**src/rtl/core/frame_hash_and_lit_bbox_unit_defines.svh**
```systemverilog
// Assertion macros shared by the frame hash and bounding box RTL.
// No dependencies; included by the controller and the datapath.
`ifndef FRAME_HASH_AND_LIT_BBOX_UNIT_DEFINES_SVH
`define FRAME_HASH_AND_LIT_BBOX_UNIT_DEFINES_SVH

// Same-cycle implication, disabled while reset is held.
`define FHLB_ASSERT_NOW(label, clk, rst_n, ante, cons, msg) \
  label: assert property (@(posedge clk) disable iff (!rst_n) (ante) |-> (cons)) \
    else $error(msg);

// Next-cycle implication, disabled while reset is held.
`define FHLB_ASSERT_NEXT(label, clk, rst_n, ante, cons, msg) \
  label: assert property (@(posedge clk) disable iff (!rst_n) (ante) |=> (cons)) \
    else $error(msg);

`endif

```
**src/rtl/core/fhlb_pkg.sv**
```systemverilog
// Shared types, constants and the FNV-1a fold for the frame hash unit.
// No dependencies; used by the controller, datapath, top level and testbench files.
`default_nettype none

package fhlb_pkg;

  localparam int CFG_W     = 13;
  localparam int CFG_IDX_W = 2;
  localparam int EDGE_W    = 12;
  localparam int COUNT_W   = 25;
  localparam int SUM_W     = 48;
  localparam int HASH_W    = 64;
  localparam int CMP_W     = 16;

  localparam logic [CFG_IDX_W-1:0] CFG_IDX_WIDTH  = 2'd0;
  localparam logic [CFG_IDX_W-1:0] CFG_IDX_HEIGHT = 2'd1;

  localparam logic [CFG_W-1:0] WIDTH_RESET  = 13'd640;
  localparam logic [CFG_W-1:0] HEIGHT_RESET = 13'd480;

  localparam logic [HASH_W-1:0] HASH_BASIS = 64'hCBF2_9CE4_8422_2325;
  // The 64-bit FNV prime is 2^40 + 0x1B3.
  localparam int                PRIME_SHIFT = 40;
  localparam logic [8:0]        PRIME_LOW   = 9'h1B3;

  typedef enum logic [1:0] {
    ST_ACCEPT,
    ST_SECOND,
    ST_THIRD
  } state_t;

  typedef enum logic [1:0] {
    SEL_FIRST,
    SEL_SECOND,
    SEL_THIRD
  } byte_sel_t;

  typedef struct packed {
    logic      accept;
    logic      fold;
    byte_sel_t sel;
    logic      publish;
  } cmd_t;

  typedef struct packed {
    logic frame_end;
    logic out_stall;
  } stat_t;

  typedef struct packed {
    logic [HASH_W-1:0]  frame_hash;
    logic [COUNT_W-1:0] lit_count;
    logic [SUM_W-1:0]   column_sum;
    logic [SUM_W-1:0]   row_sum;
    logic [EDGE_W-1:0]  left_edge;
    logic [EDGE_W-1:0]  top_edge;
    logic [EDGE_W-1:0]  right_edge;
    logic [EDGE_W-1:0]  bottom_edge;
    logic               any_lit;
  } res_t;

  // One FNV-1a step: xor the byte, multiply by the prime modulo 2^64.
  function automatic logic [HASH_W-1:0] fnv_fold(input logic [HASH_W-1:0] h,
                                                 input logic [7:0] b);
    logic [HASH_W-1:0] x;
    x = h ^ {56'd0, b};
    return (x << PRIME_SHIFT) + (x * {55'd0, PRIME_LOW});
  endfunction

endpackage

`default_nettype wire

```
**src/rtl/core/fhlb_pix_if.sv**
```systemverilog
// Pixel channel: valid/ready handshake carrying three bytes in memory order.
// No dependencies.
`default_nettype none

interface fhlb_pix_if;
  logic       valid;
  logic       ready;
  logic [7:0] byte_first;
  logic [7:0] byte_second;
  logic [7:0] byte_third;

  modport source (output valid, output byte_first, output byte_second,
                  output byte_third, input ready);
  modport sink (input valid, input byte_first, input byte_second,
                input byte_third, output ready);
endinterface

`default_nettype wire

```
**src/rtl/core/fhlb_res_if.sv**
```systemverilog
// Result channel: valid/ready handshake carrying the per-frame summary.
// No dependencies.
`default_nettype none

interface fhlb_res_if;
  logic        valid;
  logic        ready;
  logic [63:0] frame_hash;
  logic [24:0] lit_count;
  logic [47:0] column_sum;
  logic [47:0] row_sum;
  logic [11:0] left_edge;
  logic [11:0] top_edge;
  logic [11:0] right_edge;
  logic [11:0] bottom_edge;
  logic        any_lit;

  modport source (output valid, output frame_hash, output lit_count,
                  output column_sum, output row_sum, output left_edge,
                  output top_edge, output right_edge, output bottom_edge,
                  output any_lit, input ready);
  modport sink (input valid, input frame_hash, input lit_count,
                input column_sum, input row_sum, input left_edge,
                input top_edge, input right_edge, input bottom_edge,
                input any_lit, output ready);
endinterface

`default_nettype wire

```
**src/rtl/core/fhlb_ctrl.sv**
```systemverilog
// Sequencer for the frame hash unit: steps one pixel through three hash folds.
// Depends on fhlb_pkg and the assertion macro header.
`default_nettype none
`include "frame_hash_and_lit_bbox_unit_defines.svh"

module fhlb_ctrl (
  input  wire logic           clk,
  input  wire logic           rst_n,
  input  wire logic           in_valid,
  output logic                in_ready,
  input  wire fhlb_pkg::stat_t stat,
  output fhlb_pkg::cmd_t      cmd
);

  fhlb_pkg::state_t state_r;
  fhlb_pkg::state_t state_nxt;

  always_ff @(posedge clk) begin
    if (!rst_n) begin
      state_r <= fhlb_pkg::ST_ACCEPT;
    end else begin
      state_r <= state_nxt;
    end
  end

  always_comb begin
    state_nxt   = state_r;
    in_ready    = 1'b0;
    cmd.accept  = 1'b0;
    cmd.fold    = 1'b0;
    cmd.sel     = fhlb_pkg::SEL_FIRST;
    cmd.publish = 1'b0;
    case (state_r)
      fhlb_pkg::ST_ACCEPT: begin
        in_ready = 1'b1;
        if (in_valid) begin
          cmd.accept = 1'b1;
          cmd.fold   = 1'b1;
          state_nxt  = fhlb_pkg::ST_SECOND;
        end
      end
      fhlb_pkg::ST_SECOND: begin
        cmd.fold  = 1'b1;
        cmd.sel   = fhlb_pkg::SEL_SECOND;
        state_nxt = fhlb_pkg::ST_THIRD;
      end
      fhlb_pkg::ST_THIRD: begin
        // at frame end, hold the last fold while the previous summary is still unread
        if (!(stat.frame_end && stat.out_stall)) begin
          cmd.fold    = 1'b1;
          cmd.sel     = fhlb_pkg::SEL_THIRD;
          cmd.publish = stat.frame_end;
          state_nxt   = fhlb_pkg::ST_ACCEPT;
        end
      end
      default: begin
        state_nxt = fhlb_pkg::ST_ACCEPT;
      end
    endcase
  end

  `FHLB_ASSERT_NEXT(a_accept_to_second, clk, rst_n, cmd.accept, state_r == fhlb_pkg::ST_SECOND, "accepted transaction did not advance to the second fold")
  `FHLB_ASSERT_NEXT(a_stall_holds, clk, rst_n, (state_r == fhlb_pkg::ST_THIRD) && stat.frame_end && stat.out_stall, state_r == fhlb_pkg::ST_THIRD, "sequencer left the final fold while the result was stalled")

endmodule

`default_nettype wire

```
**src/rtl/core/fhlb_dpath.sv**
```systemverilog
// Datapath of the frame hash unit: hash register, lit statistics, raster
// position and the result register. Depends on fhlb_pkg and the macro header.
`default_nettype none
`include "frame_hash_and_lit_bbox_unit_defines.svh"

module fhlb_dpath #(
  parameter int XW = 12,
  parameter int YW = 12
) (
  input  wire logic           clk,
  input  wire logic           rst_n,
  input  wire fhlb_pkg::cmd_t cmd,
  output fhlb_pkg::stat_t     stat,
  input  wire logic [7:0]     in_byte_first,
  input  wire logic [7:0]     in_byte_second,
  input  wire logic [7:0]     in_byte_third,
  input  wire logic [XW-1:0]  width_last,
  input  wire logic [YW-1:0]  height_last,
  output logic                out_valid,
  input  wire logic           out_ready,
  output fhlb_pkg::res_t      out_res
);

  logic [fhlb_pkg::HASH_W-1:0]  hash_r, hash_nxt, hash_fold;
  logic [fhlb_pkg::COUNT_W-1:0] tally_r, tally_nxt;
  logic [fhlb_pkg::SUM_W-1:0]   xsum_r, xsum_nxt, ysum_r, ysum_nxt;
  logic [fhlb_pkg::EDGE_W-1:0]  left_r, left_nxt, top_r, top_nxt;
  logic [fhlb_pkg::EDGE_W-1:0]  right_r, right_nxt, bottom_r, bottom_nxt;
  logic                         seen_r, seen_nxt;
  logic [XW-1:0]                col_r, col_nxt;
  logic [YW-1:0]                row_r, row_nxt;
  logic                         frame_end_r, frame_end_nxt;
  logic                         out_valid_r, out_valid_nxt;
  logic [7:0]                   b2_r, b3_r;
  fhlb_pkg::res_t               res_r;

  logic [7:0]                   fold_byte;
  logic                         lit, row_end, frame_end;
  logic [fhlb_pkg::CMP_W-1:0]   x_c, y_c;

  assign x_c       = fhlb_pkg::CMP_W'(col_r);
  assign y_c       = fhlb_pkg::CMP_W'(row_r);
  assign lit       = (in_byte_first != 8'd0) || (in_byte_second != 8'd0) ||
                     (in_byte_third != 8'd0);
  assign row_end   = col_r >= width_last;
  assign frame_end = row_end && (row_r >= height_last);

  always_comb begin
    case (cmd.sel)
      fhlb_pkg::SEL_FIRST:  fold_byte = in_byte_first;
      fhlb_pkg::SEL_SECOND: fold_byte = b2_r;
      fhlb_pkg::SEL_THIRD:  fold_byte = b3_r;
      default:              fold_byte = 8'd0;
    endcase
  end

  assign hash_fold = fhlb_pkg::fnv_fold(hash_r, fold_byte);

  always_comb begin
    hash_nxt      = hash_r;
    tally_nxt     = tally_r;
    xsum_nxt      = xsum_r;
    ysum_nxt      = ysum_r;
    left_nxt      = left_r;
    top_nxt       = top_r;
    right_nxt     = right_r;
    bottom_nxt    = bottom_r;
    seen_nxt      = seen_r;
    col_nxt       = col_r;
    row_nxt       = row_r;
    frame_end_nxt = frame_end_r;
    out_valid_nxt = out_valid_r && !out_ready;

    if (cmd.fold) begin
      hash_nxt = hash_fold;
    end

    if (cmd.accept) begin
      frame_end_nxt = frame_end;
      if (lit) begin
        tally_nxt = tally_r + fhlb_pkg::COUNT_W'(1);
        xsum_nxt  = xsum_r + fhlb_pkg::SUM_W'(col_r);
        ysum_nxt  = ysum_r + fhlb_pkg::SUM_W'(row_r);
        if (x_c < fhlb_pkg::CMP_W'(left_r))   left_nxt   = x_c[fhlb_pkg::EDGE_W-1:0];
        if (y_c < fhlb_pkg::CMP_W'(top_r))    top_nxt    = y_c[fhlb_pkg::EDGE_W-1:0];
        if (x_c > fhlb_pkg::CMP_W'(right_r))  right_nxt  = x_c[fhlb_pkg::EDGE_W-1:0];
        if (y_c > fhlb_pkg::CMP_W'(bottom_r)) bottom_nxt = y_c[fhlb_pkg::EDGE_W-1:0];
        seen_nxt = 1'b1;
      end
      if (frame_end) begin
        col_nxt = '0;
        row_nxt = '0;
      end else if (row_end) begin
        col_nxt = '0;
        row_nxt = row_r + YW'(1);
      end else begin
        col_nxt = col_r + XW'(1);
      end
    end

    // publish the summary and start the next frame from clean state
    if (cmd.publish) begin
      hash_nxt      = fhlb_pkg::HASH_BASIS;
      tally_nxt     = '0;
      xsum_nxt      = '0;
      ysum_nxt      = '0;
      left_nxt      = '1;
      top_nxt       = '1;
      right_nxt     = '0;
      bottom_nxt    = '0;
      seen_nxt      = 1'b0;
      frame_end_nxt = 1'b0;
      out_valid_nxt = 1'b1;
    end
  end

  always_ff @(posedge clk) begin
    if (!rst_n) begin
      hash_r      <= fhlb_pkg::HASH_BASIS;
      tally_r     <= '0;
      xsum_r      <= '0;
      ysum_r      <= '0;
      left_r      <= '1;
      top_r       <= '1;
      right_r     <= '0;
      bottom_r    <= '0;
      seen_r      <= 1'b0;
      col_r       <= '0;
      row_r       <= '0;
      frame_end_r <= 1'b0;
      out_valid_r <= 1'b0;
    end else begin
      hash_r      <= hash_nxt;
      tally_r     <= tally_nxt;
      xsum_r      <= xsum_nxt;
      ysum_r      <= ysum_nxt;
      left_r      <= left_nxt;
      top_r       <= top_nxt;
      right_r     <= right_nxt;
      bottom_r    <= bottom_nxt;
      seen_r      <= seen_nxt;
      col_r       <= col_nxt;
      row_r       <= row_nxt;
      frame_end_r <= frame_end_nxt;
      out_valid_r <= out_valid_nxt;
    end
  end

  always_ff @(posedge clk) begin
    if (cmd.accept) begin
      b2_r <= in_byte_second;
      b3_r <= in_byte_third;
    end
    if (cmd.publish) begin
      res_r.frame_hash  <= hash_fold;
      res_r.lit_count   <= tally_r;
      res_r.column_sum  <= xsum_r;
      res_r.row_sum     <= ysum_r;
      res_r.left_edge   <= seen_r ? left_r : '0;
      res_r.top_edge    <= seen_r ? top_r : '0;
      res_r.right_edge  <= seen_r ? right_r : '0;
      res_r.bottom_edge <= seen_r ? bottom_r : '0;
      res_r.any_lit     <= seen_r;
    end
  end

  assign stat.frame_end = frame_end_r;
  assign stat.out_stall = out_valid_r && !out_ready;
  assign out_valid      = out_valid_r;
  assign out_res        = res_r;

  `FHLB_ASSERT_NEXT(a_publish_sets_valid, clk, rst_n, cmd.publish, out_valid_r && (hash_r == fhlb_pkg::HASH_BASIS) && !seen_r, "publish did not load the result and clear the frame state")
  `FHLB_ASSERT_NOW(a_unlit_means_no_tally, clk, rst_n, !seen_r, (tally_r == '0) && (xsum_r == '0) && (ysum_r == '0), "lit statistics moved without a lit pixel")

endmodule

`default_nettype wire

```
**src/rtl/core/frame_hash_and_lit_bbox_unit.sv**
```systemverilog
// Frame hash and lit-pixel bounding box unit, top level.
// Uses fhlb_pkg, fhlb_pix_if, fhlb_res_if, fhlb_ctrl and fhlb_dpath.
//
// Usage: pixels arrive on in_pix in raster order, x fastest, three bytes
// each in memory order. Every pixel feeds a 64-bit FNV-1a hash; a pixel
// with any nonzero byte is lit and updates count, coordinate sums and the
// bounding box. With the last pixel of a frame (frame size from the
// cfg_ port: index 0 width, index 1 height; zero reads as one, oversize
// clamps to MAX_WIDTH / MAX_HEIGHT) one summary goes out on out_res.
// Write configuration only while no pixel is in flight.
// A new pixel is taken only after the three chained folds of the last.
// Each byte takes one pass through the shared multiply-by-prime fold.
// out_res.valid is registered, set as the last pixel's final fold publishes.
// A stalled receiver holds the summary in the output register; pixels keep
// flowing until the next frame's last pixel, which waits in its final fold.
// Reset (rst_n, synchronous) restores width 640, height 480 and clears the
// hash, statistics, raster position and any pending summary.
`default_nettype none

module frame_hash_and_lit_bbox_unit #(
  parameter int MAX_WIDTH  = 4096,
  parameter int MAX_HEIGHT = 4096
) (
  input  wire logic                              clk,
  input  wire logic                              rst_n,
  fhlb_pix_if.sink                               in_pix,
  fhlb_res_if.source                             out_res,
  input  wire logic                              cfg_we,
  input  wire logic [fhlb_pkg::CFG_IDX_W-1:0]    cfg_index,
  input  wire logic [fhlb_pkg::CFG_W-1:0]        cfg_wdata
);

  localparam int XW = $clog2(MAX_WIDTH);
  localparam int YW = $clog2(MAX_HEIGHT);

  logic [fhlb_pkg::CFG_W-1:0] width_r, height_r;
  logic [fhlb_pkg::CMP_W-1:0] width_ext, height_ext, width_cl, height_cl;
  logic [XW-1:0]              width_last;
  logic [YW-1:0]              height_last;

  fhlb_pkg::cmd_t  cmd;
  fhlb_pkg::stat_t stat;
  fhlb_pkg::res_t  res;

  always_ff @(posedge clk) begin
    if (!rst_n) begin
      width_r  <= fhlb_pkg::WIDTH_RESET;
      height_r <= fhlb_pkg::HEIGHT_RESET;
    end else if (cfg_we) begin
      case (cfg_index)
        fhlb_pkg::CFG_IDX_WIDTH:  width_r  <= cfg_wdata;
        fhlb_pkg::CFG_IDX_HEIGHT: height_r <= cfg_wdata;
        default: ;
      endcase
    end
  end

  // clamp the frame size and form the last column / row index
  assign width_ext  = fhlb_pkg::CMP_W'(width_r);
  assign height_ext = fhlb_pkg::CMP_W'(height_r);

  always_comb begin
    if (width_ext == '0) begin
      width_cl = fhlb_pkg::CMP_W'(1);
    end else if (width_ext > fhlb_pkg::CMP_W'(MAX_WIDTH)) begin
      width_cl = fhlb_pkg::CMP_W'(MAX_WIDTH);
    end else begin
      width_cl = width_ext;
    end
    if (height_ext == '0) begin
      height_cl = fhlb_pkg::CMP_W'(1);
    end else if (height_ext > fhlb_pkg::CMP_W'(MAX_HEIGHT)) begin
      height_cl = fhlb_pkg::CMP_W'(MAX_HEIGHT);
    end else begin
      height_cl = height_ext;
    end
  end

  assign width_last  = XW'(width_cl - fhlb_pkg::CMP_W'(1));
  assign height_last = YW'(height_cl - fhlb_pkg::CMP_W'(1));

  fhlb_ctrl u_ctrl (
    .clk      (clk),
    .rst_n    (rst_n),
    .in_valid (in_pix.valid),
    .in_ready (in_pix.ready),
    .stat     (stat),
    .cmd      (cmd)
  );

  fhlb_dpath #(
    .XW (XW),
    .YW (YW)
  ) u_dpath (
    .clk            (clk),
    .rst_n          (rst_n),
    .cmd            (cmd),
    .stat           (stat),
    .in_byte_first  (in_pix.byte_first),
    .in_byte_second (in_pix.byte_second),
    .in_byte_third  (in_pix.byte_third),
    .width_last     (width_last),
    .height_last    (height_last),
    .out_valid      (out_res.valid),
    .out_ready      (out_res.ready),
    .out_res        (res)
  );

  assign out_res.frame_hash  = res.frame_hash;
  assign out_res.lit_count   = res.lit_count;
  assign out_res.column_sum  = res.column_sum;
  assign out_res.row_sum     = res.row_sum;
  assign out_res.left_edge   = res.left_edge;
  assign out_res.top_edge    = res.top_edge;
  assign out_res.right_edge  = res.right_edge;
  assign out_res.bottom_edge = res.bottom_edge;
  assign out_res.any_lit     = res.any_lit;

endmodule

`default_nettype wire

```
**src/flat_wrapper.sv**
```systemverilog
// flat-port wrapper written by rule: the top's interface ports become plain ports
module frame_hash_and_lit_bbox_unit_flat 
#(
  parameter int MAX_WIDTH  = 4096,
  parameter int MAX_HEIGHT = 4096
)
  (clk, rst_n, cfg_we, cfg_index, cfg_wdata, in_pix_valid, in_pix_byte_first, in_pix_byte_second, in_pix_byte_third, in_pix_ready, out_res_valid, out_res_frame_hash, out_res_lit_count, out_res_column_sum, out_res_row_sum, out_res_left_edge, out_res_top_edge, out_res_right_edge, out_res_bottom_edge, out_res_any_lit, out_res_ready);
  fhlb_pix_if in_pix_i ();
  fhlb_res_if out_res_i ();
  input  wire logic clk;
  input  wire logic rst_n;
  input  wire logic cfg_we;
  input  wire logic [fhlb_pkg::CFG_IDX_W-1:0] cfg_index;
  input  wire logic [fhlb_pkg::CFG_W-1:0] cfg_wdata;
  input wire logic [$bits(in_pix_i.valid)-1:0] in_pix_valid;
  input wire logic [$bits(in_pix_i.byte_first)-1:0] in_pix_byte_first;
  input wire logic [$bits(in_pix_i.byte_second)-1:0] in_pix_byte_second;
  input wire logic [$bits(in_pix_i.byte_third)-1:0] in_pix_byte_third;
  output wire logic [$bits(in_pix_i.ready)-1:0] in_pix_ready;
  output wire logic [$bits(out_res_i.valid)-1:0] out_res_valid;
  output wire logic [$bits(out_res_i.frame_hash)-1:0] out_res_frame_hash;
  output wire logic [$bits(out_res_i.lit_count)-1:0] out_res_lit_count;
  output wire logic [$bits(out_res_i.column_sum)-1:0] out_res_column_sum;
  output wire logic [$bits(out_res_i.row_sum)-1:0] out_res_row_sum;
  output wire logic [$bits(out_res_i.left_edge)-1:0] out_res_left_edge;
  output wire logic [$bits(out_res_i.top_edge)-1:0] out_res_top_edge;
  output wire logic [$bits(out_res_i.right_edge)-1:0] out_res_right_edge;
  output wire logic [$bits(out_res_i.bottom_edge)-1:0] out_res_bottom_edge;
  output wire logic [$bits(out_res_i.any_lit)-1:0] out_res_any_lit;
  input wire logic [$bits(out_res_i.ready)-1:0] out_res_ready;
  assign in_pix_i.valid = in_pix_valid;
  assign in_pix_i.byte_first = in_pix_byte_first;
  assign in_pix_i.byte_second = in_pix_byte_second;
  assign in_pix_i.byte_third = in_pix_byte_third;
  assign in_pix_ready = in_pix_i.ready;
  assign out_res_valid = out_res_i.valid;
  assign out_res_frame_hash = out_res_i.frame_hash;
  assign out_res_lit_count = out_res_i.lit_count;
  assign out_res_column_sum = out_res_i.column_sum;
  assign out_res_row_sum = out_res_i.row_sum;
  assign out_res_left_edge = out_res_i.left_edge;
  assign out_res_top_edge = out_res_i.top_edge;
  assign out_res_right_edge = out_res_i.right_edge;
  assign out_res_bottom_edge = out_res_i.bottom_edge;
  assign out_res_any_lit = out_res_i.any_lit;
  assign out_res_i.ready = out_res_ready;
  frame_hash_and_lit_bbox_unit #(.MAX_WIDTH(MAX_WIDTH), .MAX_HEIGHT(MAX_HEIGHT)) u_core (.clk(clk), .rst_n(rst_n), .in_pix(in_pix_i), .out_res(out_res_i), .cfg_we(cfg_we), .cfg_index(cfg_index), .cfg_wdata(cfg_wdata));
endmodule
```
**config.mk**
```make
export PLATFORM = sky130hd
export DESIGN_NAME = frame_hash_and_lit_bbox_unit_flat
export DESIGN_NICKNAME = d
export VERILOG_FILES = /design/src/rtl/core/fhlb_pkg.sv /design/src/rtl/core/fhlb_pix_if.sv /design/src/rtl/core/fhlb_res_if.sv /design/src/rtl/core/fhlb_ctrl.sv /design/src/rtl/core/fhlb_dpath.sv /design/src/rtl/core/frame_hash_and_lit_bbox_unit.sv /design/src/flat_wrapper.sv
export VERILOG_INCLUDE_DIRS = /design/src /design/src/rtl/core
export SDC_FILE = /design/constraint.sdc
export NUM_CORES = 2
export LEC_CHECK = 0
export ABC_AREA = 1
export BUFFER_PORTS_ARGS = -buffer_cell sky130_fd_sc_hd__buf_2
export CORE_UTILIZATION = 35
export DETAILED_ROUTE_END_ITERATION = 12
export GPL_TIMING_DRIVEN = 0
export SLEW_MARGIN = 20
export SYNTH_ARGS = -nofsm -noshare
export SYNTH_HDL_FRONTEND = slang
export SYNTH_SLANG_ARGS = --single-unit
```
**constraint.sdc**
```tcl
create_clock -name clk -period 18.7 [get_ports clk]
set_input_delay 0.935 -clock clk [delete_from_list [all_inputs] [get_ports clk]]
set_output_delay 0.935 -clock clk [all_outputs]
set_load 0.02 [all_outputs]
```
==> flow_summary.yaml <==
critical_path:
  r2r-start: "u_core.u_ctrl.state_r[0]"
  end_kind: "flip-flop"
  worstSetupStartpointType: "flip-flop"
  crit_start: "u_core.u_ctrl.state_r[0]"
  arrival_ns: 7.30
  reg2reg_depth: 25
  critPathMaxFanout: 8
  required_ns: 19.09
  reg2reg_to: "u_core.u_dpath.out_res[224]"
  regToRegSetupSlack_ns: 11.79
  critical_path_class: "flip-flop to flip-flop"
global_routing:
  grtUsageMet3: 0.0351
  grtUsageTotal: 0.229
  grt_max_degree: 27
  gr-total-overflow: 0
  antenna_found_initial: 5
  grt_use_met2: 0.378
  use_met1: 0.307
  grt_pass1_wl_um: 191000
  top_usage_layer: "met2"
  grt_pass1_vias: 31700
drt:
  routed_wl_um: 127000
  dr.pass1.iters: 6
  vias: 32700
  ant_nets: 0
  drc: 0
  drtIter0Drc: 2494
  wl_per_cell_um: 19.0
  viasPerCell: 4.88
clock_tree:
  htreeDepth: 3
  cts_made_buffers: 68
  post_cts_buffers: 0
  cts_root_buffer: "clkbuf_16"
  max-clock-path-buffers: 3
  cts_tree: "built"
  cts_sinks: 538
  post_cts_resize_count: 0
  clk_latency_ns: 0.66
  clk_pin_slew_worst_paths_ns: 0.06
  cts.hold.buffers_added: 0
synthesis:
  syn-cell-area_um2: 38500
  netlist_instances: 4873
  synth_seq_area_share: 0.345
  synthArstFlopShare: 0
  synth.distinct_cells: 60
  ys_ff_latch: 538
  syn_nets: 5435
  ys.flop_type: "dfxtp_1"
  synth_edf_count: 250
  yosysWarnings: 0
  syn_area_per_cell_um2: 7.90
hold_path:
  hp-class: "flip-flop to flip-flop"
  hold_depth: 0
  holdPathEnd: "u_core.u_dpath.out_res[144]"
  worst_hold_startpoint: "u_core.u_dpath.xsum_r[47]"
die:
  dieArea_um2: 111000
  rows: 121
  top_level_ports: 280
  die_x_um: 334
  die_y_um: 334
  core_um2: 109000
  start_util: 0.353
cells_and_area:
  final_cell_mix: "nand2_1, inv_1, nor2_1"
  syn2layout_area_growth_pct: 15.0
  n_antenna_cell: 0
  instances_no_fill: 6702
  final_nets: 5796
  final_common_cell: "nand2_1"
  drive_gt1_frac: 0.102
timing:
  setup_viol_count_final: 0
  period_share: 0.370
  clock_skew_ns: 0.0358
  slew_headroom: 0.248
  hold_viol: 0
  grt_setup_unrepaired: "no"
  max_freq_mhz: 145
  max_slew.worst_pin.slew_ns: 1.13
  finalCriticalPeriod_ns: 6.91
  drv_slew: 0
placed_design:
  gp_congestion: 1.01
  dp_hpwl_um: 105000
  dpl.cell_count: 6578
  numPortBuffers: 279
flow_run:
  cap_viol_max_count: 0
status:
  status: "finished clean"
per-layer routing:
layer | vias up | wire length (um)
li1 | 16100 | -
met1 | 15500 | 56500
met2 | 992 | 58600
met3 | 157 | 8360
met4 | 0 | 4000
met5 | - | 0
Yosys cell counts, types with 4 or more instances:
cell type | count | area [um2]
o21ai_1 | 18 | 90.1
a21oi_1 | 262 | 1310
o21bai_1 | 12 | 90.1
xnor2_1 | 43 | 377
edfxtp_1 | 250 | 7510
nor2_4 | 9 | 101
dfxtp_1 | 288 | 5770
nand4_1 | 65 | 407
clkbuf_1 | 28 | 105
buf_4 | 7 | 52.6
nand3_2 | 7 | 70.1
fa_1 | 236 | 4720
nor4_1 | 6 | 37.5
o21ai_2 | 4 | 35.0
nand2_1 | 1259 | 4730
o21a_1 | 11 | 82.6
o211ai_1 | 18 | 135
nor2_2 | 17 | 106
o21ai_0 | 136 | 681
or2_1 | 6 | 37.5
nor3b_1 | 4 | 30.0
nor3_2 | 12 | 120
inv_2 | 16 | 60.1
a21o_1 | 8 | 60.1
xor2_1 | 74 | 648
ha_1 | 282 | 3530
and3_1 | 5 | 31.3
buf_2 | 31 | 155
and2_1 | 25 | 156
buf_1 | 13 | 48.8
nor2_1 | 410 | 1540
nand3b_1 | 19 | 143
nand3_1 | 235 | 1180
inv_1 | 931 | 3490
nor3_1 | 68 | 340
nand2_2 | 18 | 113
final cells by class:
cell class / count / area, um2
Clock buffer: 95 / 1940
Inverter: 952 / 3580
Sequential cell: 538 / 13300
Buffer: 82 / 400
Tap cell: 1414 / 1770
Fill cell: 11200 / 64700
Timing Repair Buffer: 291 / 1720
Multi-Input combinational cell: 3301 / 21300
Clock inverter: 29 / 329
metrics by stage:
step           setup WS [ns]  hold WS (ns)  TNS, ns  cell area (um2)   util
6_report               11.79         0.433        0            44300  0.406
5_1_grt                11.45         0.449        0            44300  0.406
4_1_cts                11.89         0.430        0            44300  0.406
3_5_place_dp           11.45         0.417        0            42000  0.385
3_3_place_gp           -3.07         0.417  -685.63            41700  0.382
2_1_floorplan           4.81         0.408        0            38500      -
cells by family (layout without fill, tap and decap cells):
group | Yosys count | in the layout | synth area share
AOI/OAI and AO/OA | 484 | 484 | 0.0678
xor gates and xnor gates | 119 | 119 | 0.0275
adders and majority gates | 518 | 518 | 0.214
buffers and inverters | 1034 | 1449 | 0.103
DFF | 538 | 538 | 0.345
and+or+nand+nor | 2180 | 2180 | 0.242
worst max-delay path by stage:
stage,endpoint,slack (ns)
after floorplan,u_core.u_dpath.tally_r[10],4.81
final,u_core.u_dpath.out_res[224],11.79
after detailed placement,u_core.u_dpath.out_res[224],11.45
after global routing,u_core.u_dpath.out_res[224],11.45
after global placement,u_core.u_dpath.hash_r[23],-3.07
after CTS,u_core.u_dpath.out_res[224],11.89
state kept, by name (all words and copies together) (netlist names):
register / cells
u_core.u_dpath.top_r: 12
u_core.u_ctrl.state_r: 2
u_core.u_dpath.out_valid: 1
u_core.u_dpath.col_r: 12
u_core.u_dpath.left_r: 12
u_core.height_r: 13
u_core.u_dpath.xsum_r: 48
u_core.u_dpath.b2_r: 8
u_core.u_dpath.seen_r: 1
u_core.u_dpath.right_r: 12
u_core.u_dpath.tally_r: 25
u_core.width_r: 13
u_core.u_dpath.ysum_r: 48
u_core.u_dpath.row_r: 12
u_core.u_dpath.hash_r: 64
u_core.u_dpath.out_res: 234
u_core.u_dpath.frame_end_r: 1
u_core.u_dpath.bottom_r: 12
u_core.u_dpath.b3_r: 8
critical path: stages (launching register included):
cell and delay (ns):
dfxtp_1 0.41, inv_1 0.11, ha_1 0.31, nand3_2 0.15
nor2_4 0.22, nand2_1 0.09, nand3_1 0.20, nand2_1 0.10
xnor2_1 0.67, ha_1 0.37, xor2_1 0.28, ha_1 0.30
fa_1 0.51, fa_1 0.53, ha_1 0.32, ha_1 0.37
nand2_1 0.12, nor2_2 0.26, nand3_1 0.11, nand3b_1 0.33
nand2_1 0.09, nand2_1 0.28, nand3_1 0.19, nand2_1 0.11
nand2_1 0.06, and2_1 0.15
Power is left out: the tool's default activity adds up to more than one toggle a clock period on the data nets, which glitch-free logic cannot reach.
